### config.mk
export PLATFORM = sky130hd
export DESIGN_NAME = sorted_key_table
export DESIGN_NICKNAME = d
export VERILOG_FILES = /design/src/rtl/core/skt_pkg.sv /design/src/rtl/core/sorted_key_table.sv
export SDC_FILE = /design/constraint.sdc
export NUM_CORES = 2
export LEC_CHECK = 0
export BUFFER_PORTS_ARGS = -buffer_cell sky130_fd_sc_hd__buf_2
export CAP_MARGIN = 15
export CORE_ASPECT_RATIO = 1.5
export CORE_MARGIN = 2
export CORE_UTILIZATION = 25
export DETAILED_ROUTE_END_ITERATION = 10
export PLACE_DENSITY = 0.48
export SLEW_MARGIN = 20
export SYNTH_ARGS = -nofsm -noshare
export SYNTH_HDL_FRONTEND = slang
export SYNTH_SLANG_ARGS = --single-unit
### constraint.sdc
create_clock -name clk -period 7.08 [get_ports clk]
set_input_delay 0.354 -clock clk [delete_from_list [all_inputs] [get_ports clk]]
set_output_delay 0.354 -clock clk [all_outputs]
set_load 0.02 [all_outputs]
### src/rtl/core/skt_pkg.sv
package skt_pkg;

	localparam int MODE_W      = 2;
	localparam int KEY_W       = 31;
	localparam int STATUS_W    = 2;
	localparam int COUNT_W     = 7;
	localparam int S_TDATA_W   = 40;
	localparam int M_TDATA_W   = 16;

	typedef enum logic [1:0] {
		OP_INSERT = 2'd0,
		OP_FIND   = 2'd1,
		OP_DELETE = 2'd2
	} op_t;

	typedef enum logic [1:0] {
		STS_OK        = 2'd0,
		STS_NOT_FOUND = 2'd1,
		STS_FULL      = 2'd2
	} status_t;

	typedef enum logic [1:0] {
		ST_IDLE,
		ST_SCAN,
		ST_PLACE,
		ST_DONE
	} state_t;

endpackage

### src/rtl/core/sorted_key_table.sv
// Sorted key table: holds up to TABLE_DEPTH 31-bit keys in descending order in one
// synchronous memory (one write port, one read port with a registered read). Each
// request is an insert (new key lands ahead of its equals, refused with "full" when
// the table is full), a find, or a delete of the whole run of equal keys; mode 3
// acts as find. Exactly one response follows each request, carrying the status and
// the entry count after the operation (count masked to 7 bits). One request is
// worked at a time. The read port streams one entry per cycle: a find stops at
// the first match, a delete reads every entry, and an insert reads from the last
// entry down to the slot that the new key lands in. An insert into a full table,
// and any request on an empty table, go straight to the done state with no read.
// A finished request holds in the done state for as long as the previous response
// still waits on the master side. The next request is taken while a response
// still waits on the master side.
module sorted_key_table
	import skt_pkg::*;
#(
	parameter int TABLE_DEPTH = 64
) (
	input  logic                 clk,
	input  logic                 arst_n,
	input  logic                 s_tvalid,
	output logic                 s_tready,
	input  logic [S_TDATA_W-1:0] s_tdata,   // [1:0] mode, [32:2] key, [39:33] zero
	output logic                 m_tvalid,
	input  logic                 m_tready,
	output logic [M_TDATA_W-1:0] m_tdata    // [1:0] status, [8:2] entry_count, [15:9] zero
);

	localparam int IDX_W = (TABLE_DEPTH > 1) ? $clog2(TABLE_DEPTH) : 1;
	localparam int CNT_W = $clog2(TABLE_DEPTH + 1);
	localparam logic [CNT_W-1:0] DEPTH_CNT = CNT_W'(TABLE_DEPTH);
	localparam logic [CNT_W-1:0] ONE_CNT   = CNT_W'(1);
	localparam logic [IDX_W-1:0] ONE_IDX   = IDX_W'(1);

	// Key store
	logic [KEY_W-1:0] mem [TABLE_DEPTH];

	state_t           state_q, state_d;
	op_t              op_q, op_d;
	logic [KEY_W-1:0] key_q, key_d;
	logic [IDX_W-1:0] rd_addr_q, rd_addr_d;
	logic [CNT_W-1:0] rd_left_q, rd_left_d;
	logic [CNT_W-1:0] del_q, del_d;
	logic [CNT_W-1:0] fill_q, fill_d;
	status_t          status_q, status_d;

	// Read return stage
	logic             v_s1;
	logic             last_s1;
	logic [IDX_W-1:0] idx_s1;
	logic [KEY_W-1:0] rdata_s1;

	logic             rd_en;
	logic             wr_en;
	logic [IDX_W-1:0] wr_addr;
	logic [KEY_W-1:0] wr_data;
	logic             out_load;

	logic [MODE_W-1:0]    s_mode;
	logic [KEY_W-1:0]     s_key;
	logic [CNT_W-1:0]     fill_m1;
	logic                 key_eq;
	logic                 key_gt;
	logic [CNT_W-1:0]     del_inc;
	logic [CNT_W+6:0]     fill_ext;

	assign s_mode   = s_tdata[MODE_W-1:0];
	assign s_key    = s_tdata[MODE_W+KEY_W-1:MODE_W];
	assign fill_m1  = fill_q - ONE_CNT;
	assign key_eq   = (rdata_s1 == key_q);
	assign key_gt   = (rdata_s1 > key_q);
	assign del_inc  = del_q + (key_eq ? ONE_CNT : '0);
	assign fill_ext = {7'd0, fill_q};

	assign s_tready = (state_q == ST_IDLE);

	always_comb begin
		state_d   = state_q;
		op_d      = op_q;
		key_d     = key_q;
		rd_addr_d = rd_addr_q;
		rd_left_d = rd_left_q;
		del_d     = del_q;
		fill_d    = fill_q;
		status_d  = status_q;
		rd_en     = 1'b0;
		wr_en     = 1'b0;
		wr_addr   = '0;
		wr_data   = key_q;
		out_load  = 1'b0;

		case (state_q)
			ST_IDLE: begin
				if (s_tvalid) begin
					key_d = s_key;
					del_d = '0;
					case (s_mode)
						OP_INSERT: op_d = OP_INSERT;
						OP_DELETE: op_d = OP_DELETE;
						default:   op_d = OP_FIND;
					endcase
					if (op_d == OP_INSERT) begin
						if (fill_q == DEPTH_CNT) begin
							// refuse: table stays as it is
							status_d = STS_FULL;
							state_d  = ST_DONE;
						end else if (fill_q == '0) begin
							wr_en    = 1'b1;
							wr_addr  = '0;
							wr_data  = s_key;
							fill_d   = fill_q + ONE_CNT;
							status_d = STS_OK;
							state_d  = ST_DONE;
						end else begin
							// walk down from the last entry, shifting as we go
							rd_addr_d = fill_m1[IDX_W-1:0];
							rd_left_d = fill_q;
							state_d   = ST_SCAN;
						end
					end else begin
						if (fill_q == '0) begin
							status_d = STS_NOT_FOUND;
							state_d  = ST_DONE;
						end else begin
							rd_addr_d = '0;
							rd_left_d = fill_q;
							state_d   = ST_SCAN;
						end
					end
				end
			end

			ST_SCAN: begin
				if (rd_left_q != '0) begin
					rd_en     = 1'b1;
					rd_left_d = rd_left_q - ONE_CNT;
					rd_addr_d = (op_q == OP_INSERT) ? rd_addr_q - ONE_IDX : rd_addr_q + ONE_IDX;
				end
				if (v_s1) begin
					case (op_q)
						OP_INSERT: begin
							wr_en   = 1'b1;
							wr_addr = idx_s1 + ONE_IDX;
							if (key_gt) begin
								wr_data  = key_q;
								fill_d   = fill_q + ONE_CNT;
								status_d = STS_OK;
								state_d  = ST_DONE;
							end else begin
								wr_data = rdata_s1;
								if (last_s1) begin
									state_d = ST_PLACE;
								end
							end
						end
						OP_DELETE: begin
							// drop the run of equals, pull the tail forward over it
							del_d = del_inc;
							if (!key_eq) begin
								wr_en   = 1'b1;
								wr_addr = idx_s1 - del_q[IDX_W-1:0];
								wr_data = rdata_s1;
							end
							if (last_s1) begin
								status_d = (del_inc == '0) ? STS_NOT_FOUND : STS_OK;
								fill_d   = fill_q - del_inc;
								state_d  = ST_DONE;
							end
						end
						default: begin
							if (key_eq) begin
								status_d = STS_OK;
								state_d  = ST_DONE;
							end else if (last_s1) begin
								status_d = STS_NOT_FOUND;
								state_d  = ST_DONE;
							end
						end
					endcase
				end
			end

			ST_PLACE: begin
				wr_en    = 1'b1;
				wr_addr  = '0;
				wr_data  = key_q;
				fill_d   = fill_q + ONE_CNT;
				status_d = STS_OK;
				state_d  = ST_DONE;
			end

			ST_DONE: begin
				if (!m_tvalid || m_tready) begin
					out_load = 1'b1;
					state_d  = ST_IDLE;
				end
			end

			default: begin
				state_d = ST_IDLE;
			end
		endcase
	end

	always_ff @(posedge clk or negedge arst_n) begin
		if (!arst_n) begin
			state_q   <= ST_IDLE;
			fill_q    <= '0;
			rd_left_q <= '0;
			del_q     <= '0;
			v_s1      <= 1'b0;
			m_tvalid  <= 1'b0;
		end else begin
			state_q   <= state_d;
			fill_q    <= fill_d;
			rd_left_q <= rd_left_d;
			del_q     <= del_d;
			v_s1      <= rd_en;
			if (out_load) begin
				m_tvalid <= 1'b1;
			end else if (m_tready) begin
				m_tvalid <= 1'b0;
			end
		end
	end

	always_ff @(posedge clk) begin
		op_q      <= op_d;
		key_q     <= key_d;
		rd_addr_q <= rd_addr_d;
		status_q  <= status_d;
		idx_s1    <= rd_addr_q;
		last_s1   <= (rd_left_q == ONE_CNT);
		if (out_load) begin
			m_tdata <= {7'd0, fill_ext[COUNT_W-1:0], status_q};
		end
	end

	// Memory: one write, one registered read per cycle
	always_ff @(posedge clk) begin
		if (wr_en) begin
			mem[wr_addr] <= wr_data;
		end
	end

	always_ff @(posedge clk) begin
		if (rd_en) begin
			rdata_s1 <= mem[rd_addr_q];
		end
	end

endmodule
==> flow_summary_export.csv <==
group,metric,value,unit
route,num_vias,36800,
worst_setup_path,cp.arrival,5.77,ns
global_route,antenna_found_initial,10,
worst_setup_path,cp_slowest_cell,"nor2_4",
sta,setup_viol,0,
clocking,max-clock-path-buffers,4,
clocking,ctsHtreeMaxLevel,4,
logic_synthesis,async_flop_share,1.19,%
clocking,ctsResizeCount,0,
finish,final_nets,3871,
sta,max_slew_margin,26.7,%
clocking,cts_setup_buffers,0,
worst_setup_path,cp_cell_sequence,"inv_1, ha_1, or3b_1, nor4_4, nand3_1, nor2_4, o31ai_1, nor2b_1, nand2_1, nor2_4, buf_4",
floorplan,die-area,333000,µm²
global_route,grt_pass1_vias,39700,
placement,place_congestion,0.793,
worst_setup_path,reg2reg_slack,1.83,ns
sta,fin_crit,5.25,ns
sta,slew_viol_final,0,
sta,max_freq,190,MHz
floorplan,num_rows,257,
clocking,cts-root-buf,"clkbuf_16",
logic_synthesis,synthFlopType,"edfxtp_1",
logic_synthesis,syn-instance-count,3545,
worst_setup_path,critPathLaunch,"fill_q[0]$_DFFE_PN0P_",
sta,hold_viol,0,
logic_synthesis,synthesis.area,82100,µm²
pwr,leakage,0.0288,µW
logic_synthesis,synth_compound_gate_area_share,1.48,%
floorplan,die_w,472,µm
floorplan,core_area,327000,µm²
sta,fin_tns_setup,0,ns
floorplan,start_util,25.1,%
finish,postLayoutCellArea,95300,µm²
worst_setup_path,crit_fanout,19,
logic_synthesis,synth_edf_count,2065,
status,status,"completed",
worst_setup_path,startpoint_type,"flop",
route,vias_per_cell,4.49,
worst_setup_path,crit_required,7.60,ns
global_route,track_usage,12.1,%
logic_synthesis,synth_cell_type_count,71,
sta,skew,0.0431,ns
route,wl_per_cell,24.9,µm
finish,drive_above_1_share,30.2,%
logic_synthesis,yosys.area_share.simple,1.59,%
job,drv_cap,0,
logic_synthesis,ys_seq_area_share,76.5,%
sta,holdWs,0.117,ns
logic_synthesis,syn_area_per_cell,23.2,µm²
worst_setup_path,reg2reg_from,"fill_q[0]$_DFFE_PN0P_",
placement,place_ws,1.83,ns
route,drt-initial-drc-count,2794,
clocking,cts_tree,"done",
worst_setup_path,crit_top_cell,"nor2_4",
pwr,pwr_density_cell,416,nW/µm²
placement,port_buffers,47,
clocking,clkSinkCount,2097,
global_route,grt_first_pass_wirelength,293000,µm
clocking,numCtsBuffers,194,
clocking,clock_latency,0.84,ns
sta,tightestPinTransition,1.10,ns
logic_synthesis,synth_top_family_by_area,"multiplexers",
finish,syn2layout_area_growth,16.1,%
finish,fin_cells,8193,
placement,dp_cells,7809,
logic_synthesis,ys.warnings.count,0,
pwr,peakVddDrop,337,µV
logic_synthesis,synth_fa_ha_area_share,0.954,%
sta,period_share,74.2,%
floorplan,io_pins,62,
worst_setup_path,cp-end-kind,"flop",
worst_setup_path,critPathKind,"flop to flop",
global_route,grt-ovfl-total,0,
clocking,clk_pin_slew,0.06,ns
route,drc,0,
placement,dp_hpwl,122000,µm
logic_synthesis,synthMuxAreaShare,18.0,%
logic_synthesis,synth-xor-area-share,0.277,%
sta,rsz0062_at_grt,"no",
worst_setup_path,cpPeakStageDelay,0.87,ns
hold_path,hold_path_class,"primary input to async pin",
route,drt_first_pass_iters,5,
global_route,grt_max_degree,116,
logic_synthesis,synth_seq_cells,2097,
route,ant_nets,0,
route,routed_wl,204000,µm
sta,fin_ws,1.83,ns
floorplan,die_y,706,µm
placement,dpl-instance-area,88600,µm²
==> cell usage after synthesis, types with 5 or more instances <==
| master | instances | area share (%) |
|---|---|---|
| nand4_1 | 10 | 0.076 |
| dfrtp_1 | 25 | 0.76 |
| a221o_1 | 30 | 0.37 |
| mux4_2 | 651 | 18 |
| nor3b_1 | 6 | 0.055 |
| nor2_1 | 99 | 0.45 |
| nand2_1 | 89 | 0.41 |
| a21o_1 | 6 | 0.055 |
| buf_4 | 7 | 0.064 |
| nand2b_1 | 7 | 0.053 |
| edfxtp_1 | 2065 | 76 |
| nor2b_1 | 5 | 0.038 |
| xnor2_1 | 18 | 0.19 |
| o21ai_0 | 52 | 0.32 |
| ha_1 | 57 | 0.87 |
| nor3_1 | 8 | 0.049 |
| xor2_1 | 8 | 0.085 |
| o22ai_1 | 15 | 0.11 |
| buf_2 | 46 | 0.28 |
| inv_1 | 57 | 0.26 |
| dfxtp_1 | 7 | 0.17 |
| clkbuf_1 | 99 | 0.45 |
| nand3_1 | 22 | 0.13 |
| a21oi_1 | 37 | 0.23 |
| buf_1 | 28 | 0.13 |
| and2_1 | 6 | 0.046 |
| mux2i_1 | 9 | 0.11 |
==> logic make-up (layout without fill, tap and decap cells) <==
logic type | count (synthesis) | count (layout)
AO/OA/AOI/OAI | 181 | 181
XOR/XNOR | 26 | 26
adder cells (fa/ha/maj) | 61 | 61
buffers and inverters | 242 | 606
flip-flops | 2097 | 2097
multiplexers | 660 | 660
other | 1 | 12
AND/OR/NAND/NOR | 277 | 277
==> cell type report <==
cell class | count | area [µm²]
fillers | 31700 | 231000
flip-flops and latches | 2097 | 62800
multi-input cells | 1212 | 19000
well taps | 4273 | 5350
clock buffers | 239 | 5090
repair buffers | 203 | 1800
clock inverters | 105 | 1030
inverters | 59 | 221
diodes | 5 | 12.5
==> cells in the final DEF, fill, tap and decap left out, types with 15 or more instances in the layout <==
cell type	synthesis	routed
dfrtp_1	25	25
buf_2	46	47
nand2_1	89	89
nor2_1	99	35
o22ai_1	15	15
clkbuf_16	0	197
ha_1	57	57
a221o_4	0	15
nand3_1	22	22
dlygate4sd3_1	0	35
clkbuf_1	99	42
clkinv_1	2	47
o21ai_0	52	51
a21oi_1	37	36
xnor2_1	18	18
buf_12	0	24
edfxtp_1	2065	2065
buf_4	7	96
nor2_4	1	65
clkinv_2	0	35
inv_1	57	57
bufinv_16	0	22
mux4_2	651	651
==> metrics by stage <==
step                      total power [µW]  util [%]
after floorplan                      24900         -
after global placement               29500      27.1
after detailed placement             29800      27.1
after CTS                            40200      29.1
after global routing                 41300      29.2
final                                39600      29.2
==> registers in the layout, indices dropped and copies added (netlist names), 2 cells and up <==
register / flops
op_q: 2
key_q: 31
status_q: 2
fill_q: 7
rdata_s1: 31
rd_addr_q: 6
idx_s1: 6
state_q: 2
del_q: 7
mem: 1984
m_tdata: 9
rd_left_q: 7
==> what timing repair did <==
item | 4_1_cts | 5_1_grt
setup endpoints to repair | 0 | 0
hold buffers | 35 | 0
hold endpoints to repair | 60 | 0
==> routing by layer <==
layer | up-vias | track usage (%) | wire, µm
met3 | 265 | 1.39 | 6850
met2 | 697 | 22.9 | 113000
met4 | 2 | 3.12 | 4780
li1 | 15600 | - | -
met5 | - | 0 | 8
met1 | 20300 | 14.3 | 79400
==> where the power goes <==
part	total (µW)	switching [µW]	internal [µW]
Combinational	12400	7580	4840
Clock	10400	4520	5880
Sequential	16800	299	16500
Total	39600	12400	27200
==> final timing paths <==
| check | end | depth (start not counted) |
|---|---|---|
| max in group asynchronous | fill_q[3]$_DFFE_PN0P_ | 2 |
| min | state_q[1]$_DFFE_PN0P_ | 2 |
| min reg2reg | m_tdata[1]$_DFFE_PP_ | 0 |
| max | mem[18][17]$_DFFE_PP_ | 11 |
| min in group clk | del_q[6]$_DFFE_PN0P_ | 4 |
| max reg2reg | mem[18][17]$_DFFE_PP_ | 11 |
==> critical path, delay by kind of cell, from the launching register on <==
kind | cells | cell delay (ns)
adders and majority gates | 1 | 0.21
AOI/OAI and AO/OA | 1 | 0.18
buffers and inverters | 2 | 0.55
DFF | 1 | 0.45
and+or+nand+nor | 7 | 3.51
(Power assumes the default switching activity.)
